==> src/sv/swm_pkg.sv <==
`timescale 1ns / 1ps
`default_nettype none
// ----------------------------------------------------------------------------
// Sliding-window median package
// Shared types for the cell chain and its sequencer.
// ----------------------------------------------------------------------------
package swm_pkg;

    // Sequencer states of the top level.
    typedef enum logic [1:0] {
        ST_IDLE,
        ST_COMPACT,
        ST_SELECT,
        ST_SUM
    } t_state;

    // Operation that every cell of the chain performs.
    typedef enum logic [1:0] {
        CELL_HOLD,
        CELL_AGE,
        CELL_COMPACT,
        CELL_INSERT
    } t_cell_op;

    // Control broadcast to all cells.
    typedef struct packed {
        t_cell_op op;
        logic     restart;
    } t_cell_ctl;

endpackage : swm_pkg
`default_nettype wire

==> src/sv/swm_cell.sv <==
`timescale 1ns / 1ps
`default_nettype none
// ----------------------------------------------------------------------------
// Sliding-window median cell
// Holds one window sample with its age, a valid flag and an eviction mark.
// Ages and marks itself, shifts down over evicted cells, and opens a slot
// for a new sample by shifting up.
// ----------------------------------------------------------------------------
module swm_cell #(
    parameter int SB = 32,
    parameter int AW = 6,
    parameter int WW = 7
) (
    input  wire                  i_clk,
    input  wire                  i_rst_n,
    input  wire swm_pkg::t_cell_ctl i_ctl,
    input  wire signed [SB-1:0]  i_sample,
    input  wire [WW-1:0]         i_win,
    input  wire                  i_shift_down,
    input  wire signed [SB-1:0]  i_lo_val,
    input  wire [AW-1:0]         i_lo_age,
    input  wire                  i_lo_valid,
    input  wire                  i_lo_gt,
    input  wire signed [SB-1:0]  i_hi_val,
    input  wire [AW-1:0]         i_hi_age,
    input  wire                  i_hi_valid,
    input  wire                  i_hi_dead,
    output logic signed [SB-1:0] o_val,
    output logic [AW-1:0]        o_age,
    output logic                 o_valid,
    output logic                 o_dead,
    output logic                 o_gt
);
    import swm_pkg::*;

    localparam int CW = (AW + 1 > WW) ? AW + 1 : WW;

    logic signed [SB-1:0] r_val,   n_val;
    logic [AW-1:0]        r_age,   n_age;
    logic                 r_valid, n_valid;
    logic                 r_dead,  n_dead;
    logic [CW-1:0]        w_age_inc;

    // The cell lies above the new sample when it is empty or strictly greater.
    assign o_gt      = !r_valid || (r_val > i_sample);
    assign w_age_inc = CW'(r_age) + CW'(1);

    // Next cell contents for the broadcast operation.
    always_comb begin
        n_val   = r_val;
        n_age   = r_age;
        n_valid = r_valid;
        n_dead  = r_dead;
        unique case (i_ctl.op)
            CELL_HOLD: begin
            end
            CELL_AGE: begin
                if (i_ctl.restart) begin
                    n_valid = 1'b0;
                    n_dead  = 1'b0;
                end else begin
                    n_dead = r_valid && (w_age_inc >= CW'(i_win));
                    n_age  = AW'(w_age_inc);
                end
            end
            CELL_COMPACT: begin
                if (i_shift_down) begin
                    n_val   = i_hi_val;
                    n_age   = i_hi_age;
                    n_valid = i_hi_valid;
                    n_dead  = i_hi_dead;
                end
            end
            CELL_INSERT: begin
                if (o_gt && i_lo_gt) begin
                    n_val   = i_lo_val;
                    n_age   = i_lo_age;
                    n_valid = i_lo_valid;
                end else if (o_gt) begin
                    n_val   = i_sample;
                    n_age   = '0;
                    n_valid = 1'b1;
                end
            end
            default: begin
            end
        endcase
    end

    // Flags are control state; the sample and age need no reset.
    always_ff @(posedge i_clk) begin
        if (!i_rst_n) begin
            r_valid <= 1'b0;
            r_dead  <= 1'b0;
        end else begin
            r_valid <= n_valid;
            r_dead  <= n_dead;
        end
        r_val <= n_val;
        r_age <= n_age;
    end

    assign o_val   = r_val;
    assign o_age   = r_age;
    assign o_valid = r_valid;
    assign o_dead  = r_dead;

endmodule : swm_cell
`default_nettype wire

==> config.mk <==
export PLATFORM = sky130hd
export DESIGN_NAME = swm_cell
export DESIGN_NICKNAME = d
export VERILOG_FILES = /design/src/sv/swm_pkg.sv /design/src/sv/swm_cell.sv
export SDC_FILE = /design/constraint.sdc
export NUM_CORES = 1
export LEC_CHECK = 0
export BUFFER_PORTS_ARGS = -buffer_cell sky130_fd_sc_hd__buf_4
export CAP_MARGIN = 15
export CORE_AREA = 10 10 78 130
export CTS_CLUSTER_DIAMETER = 200
export DETAILED_ROUTE_END_ITERATION = 6
export DIE_AREA = 0 0 88 140
export PLACE_DENSITY = 0.82
export SYNTH_ARGS = -nofsm -noshare
export SYNTH_HDL_FRONTEND = slang
export SYNTH_SLANG_ARGS = --single-unit
==> constraint.sdc <==
create_clock -name i_clk -period 13 [get_ports i_clk]
set_input_delay 2.6 -clock i_clk [delete_from_list [all_inputs] [get_ports i_clk]]
set_output_delay 2.6 -clock i_clk [all_outputs]
set_load 0.005 [all_outputs]
Word level (Yosys, flattened, before mapping)
Cells that the tools add are included.
Word-level totals
  register bits after elaboration: 40
  input bits: 125
  output and inout bits: 41
  logic and storage cells: 42
Operators by class
  $add $sub $neg: 1
  order comparisons: 2
  equal/unequal tests: 7
  mux-type cells: 17
  reduce and logical (&&, ||, !) cells: 11
Operator list (count)
  $mux 32: 3
  $pmux 32 s2: 1
  $gt 32x32->1: 1
  $mux 6: 4
  $pmux 6 s3: 1
  $reduce_and 4->1: 2
  $add 6x1->7 const B: 1
  $ge 7x7->1: 1
  $mux 1: 6
  $ne 2x2->1 const B: 3
  $eq 2x2->1 const B: 2
  $reduce_bool 2->1: 2
  $ne 3x3->1 const B: 1
  $pmux 1 s3: 1
  $reduce_and 3->1: 1
  $reduce_bool 3->1: 1
  $eq 2x1->1 const B: 1
  $logic_and 1x1->1: 2
  $pmux 1 s2: 1
  $reduce_and 2->1: 1
  $logic_not 1->1: 1
  $logic_or 1x1->1: 1

Depth between registers and ports, before layout
  word-level depth: 5
  mapped depth: 11
  mapped depth without buffers: 10

Least setup slack after synthesis
No wires, ideal clock.
  path type: in2out
  start: input i_sample[21]
  end: output o_gt
  arrival time: 4161 ps
  required time: 10400 ps
  setup slack: 6239 ps
  cell stages on the path: 9
  buffers on the path: 0
  cells stage by stage: inv_1 > ha_1 > a21o_1 > a21o_1 > a2111oi_2 > o21bai_2 > o211a_4 > nor2_4 > inv_1
Between the ends
  longest elaborated chain between the ends: 2
Ends and longest elaborated chain
  start: declaration: line swm_cell.sv:17  | input wire signed [SB-1:0] i_sample,
  $gt 32x32->1: line swm_cell.sv:45  | assign o_gt = !r_valid || (r_val > i_sample);
  $logic_or 1x1->1: line swm_cell.sv:45
  end: declaration: line swm_cell.sv:32  | output logic o_gt
Every way passes these cells.

Worst setup path in the final report
  start: input i_sample[31]
  end: output o_gt
Same word-level chain as after synthesis.

==> impl_results.md <==
* Skew final at 3.96 ps
* Critical Path Max Stage Delay at 790 ps
* Critical-path top delay cell: o211a_4
* Most frequent cells in the layout: buf_4 (168), nand2_1 (46), inv_1 (42), nor2_1 (41), ha_1 (40)
* CP arrival at 5200 ps
* Post-Place Cells at 648
* R2r worst-path depth at 9
* Predominant post-synthesis flop cell: edfxtp_1
* Port bufs at 165
* Global-route wire length before repair at 20.9 mm
* Register bit total from synthesis at 40
* Clock transition at the registers of the reported paths at 60 ps
* Setup repair bufs after CTS at 0
* Global route overflow at 0
* Crit-path cells: buf_4 -> inv_1 -> ha_1 -> nand4_1 -> or4_1 -> o21ai_1 -> o21bai_2 -> o211a_4 -> nor2_4 -> inv_1 -> buf_4
* Final Cell Area at 5240 µm²
* Clk_lat worst skew at 290 ps
* Initial DRT Pass Iterations at 4
* Synth Area in Simple Gates at 18.2%
* Critical path depth at 11
* CTS Sinks at 40
* FF-to-FF setup slack at 8590 ps
* Mapped Cells at 418
* Crit start category: input port
* RD Place Congestion at 0.854
* Syn Nets at 583
* N_diodes at 0
* CP endpoint kind: output pin
* Number of synthesized flops with an enable pin at 38
* P&R area growth vs syn at 35.1%
* DR WL/cell at 20.4 µm
* XOR/XNOR Fraction of Synth Area at 0.904%
* Vias per cell at 6.15
* Hold Crit Class: flop to flop
* Final Setup Violations at 0
* CTS H-tree depth at 2
* Synth Area in Compound Gates at 28.0%
* Setup TNS at 0 ps
* RSZ-0062 raised after global routing: no
* Final net count at 731
* Die ar. at 12300 µm²
* Clk root buf: clkbuf_16
* Starting Density at 49.0%
* CTS buffer count at 5
* Hold Buf Count CTS at 0
* GRT Resource Usage Total at 21.1%
* Worst slew margin at 23.4%
* Vias in the first global route at 4319
* Post-synthesis cell type count at 44
* Largest fanout on the critical path at 65
* Critical path class: input port to output pin
* Initial antenna violation count at 0
* Buf+Inv Stages, Crit Path at 4
* Drc violations at 0
* Die Y at 140 µm
* Tmin final at 7800 ps
* Fin cells at 657
* Ports at 166
* Ys Warns at 0
* Largest family of logic cells by synthesized area: compound AO/OA/AOI/OAI gates
* Max cap viols at 0
* DR vias at 4040
* Post_cts resized at 0
* Rows at 43
* Routed Antenna Nets at 0
* Width of the die at 88 µm
* Hold Vio Cnt, Final at 0
* Power Density at 86.7 nW/µm²
* Post-DP HPWL at 10.4 mm
* Pin count of the biggest net entering global routing at 66
* Average instance area after synthesis at 9.28 µm²
* Met3 routed WL at 768 µm
* Register area share after synthesis at 30.5%
* Crit-path leading delay family: compound AO/OA/AOI/OAI gates
* Slew Viols, Final at 0
* Fmax at 128 MHz
* Power Total at 454 µW
* Core Area at 7910 µm²
* Clk buf depth at 2
* Hold Path Depth at 2
* CTS tree: built
* Tcrit/Tclk final at 60.0%
* Synth async-reset ratio at 0%
* Lkg Pwr at 2.35 nW
* Post-Route WL at 13.4 mm
* Post-synthesis mux area share at 0%
* Peak supply drop at 0.0620 mV
* Most common cell after layout, fill and taps aside: buf_4
* Slew @ Worst Pin at 1150 ps
* DR iter-0 viols at 280
* Met1 wire length at 4.50 mm
* Metal2 WL at 7.41 mm
* Synthesized-area fraction occupied by adder cells at 12.9%
* Post-Syn Area at 3880 µm²
* Layout cells sized above 1 at 37.6%
* Top sig layer: met4
* Critical Path RT at 10400 ps
* Status: finished clean
* DP Area at 5080 µm²
layout make-up:
class / count / area (µm²)
well taps: 90 / 113
fillers: 659 / 2670
multi-input cells: 307 / 2340
inverters: 42 / 158
clock inverters: 1 / 3.75
clock buffers: 7 / 143
flip-flops and latches: 40 / 1180
repair buffers: 170 / 1300
sequential cells by signal, indices dropped and copies added, names as in the netlist:
| signal | count |
|---|---|
| o_age | 6 |
| o_dead | 1 |
| o_val | 32 |
| o_valid | 1 |
synth_stat cells (all sizes together), types with 2 or more instances:
cell type	instances	area, µm²
nand2	46	173
nor2	43	171
inv	42	158
ha	40	500
edfxtp	38	1140
o221ai	34	298
a221oi	32	468
nor3	32	165
clkbuf	24	128
a21oi	13	65.1
nand4	9	56.3
nor2b	9	56.3
o21ai	7	35.0
a21o	6	45.0
a221o	6	60.1
buf	5	85.1
nand3	5	25.0
nand2b	4	25.0
o21bai	3	26.3
xnor2	3	26.3
a2111oi	2	23.8
a31oi	2	12.5
dfxtp	2	40.0
layer usage:
layer,vias up,global-route usage (%)
met1,1918,19.8
li1,1901,-
met4,0,12.4
met5,-,0
met2,175,39.4
met3,46,4.12
logic make-up (layout without fill, tap and decap cells):
kind of cell,count (synthesis),count (layout)
buffers and inverters,71,220
AOI/OAI and AO/OA,110,110
and+or+nand+nor,153,153
xor gates and xnor gates,4,4
adders and majority gates,40,40
DFF,40,40
final timing paths:
check,from,to
worst max register to register,o_val[31]$_DFFE_PP_,o_age[0]$_DFFE_PP_
worst min-delay path,o_valid$_SDFFE_PN0P_,o_valid$_SDFFE_PN0P_
worst min register to register,o_valid$_SDFFE_PN0P_,o_valid$_SDFFE_PN0P_
worst max-delay path,i_sample[31],o_gt
through the flow:
| step | utilization [%] | setup slack (ps) | hold WS (ps) |
|---|---|---|---|
| 2_1_floorplan | - | 6240 | 542 |
| 3_3_place_gp | 63.9 | 5270 | 578 |
| 3_5_place_dp | 64.2 | 5190 | 589 |
| 4_1_cts | 66.0 | 5180 | 598 |
| 5_1_grt | 66.2 | 5000 | 644 |
| 6_report | 66.2 | 5200 | 591 |
power breakdown:
| group | switching (mW) | total, mW | internal [mW] |
|---|---|---|---|
| Sequential | 0.00902 | 0.166 | 0.157 |
| Combinational | 0.0850 | 0.162 | 0.0774 |
| Clock | 0.0504 | 0.126 | 0.0759 |
| Total | 0.144 | 0.454 | 0.310 |
worst register-to-register path: stages, from the launching register on:
cell	delay (ps)
edfxtp_1	410
ha_1	350
nand4_1	150
or4_1	560
o21ai_1	180
o21bai_2	140
o211a_4	790
nor2_4	110
a21oi_4	920
o21bai_1	430
(Power assumes the default switching activity.)
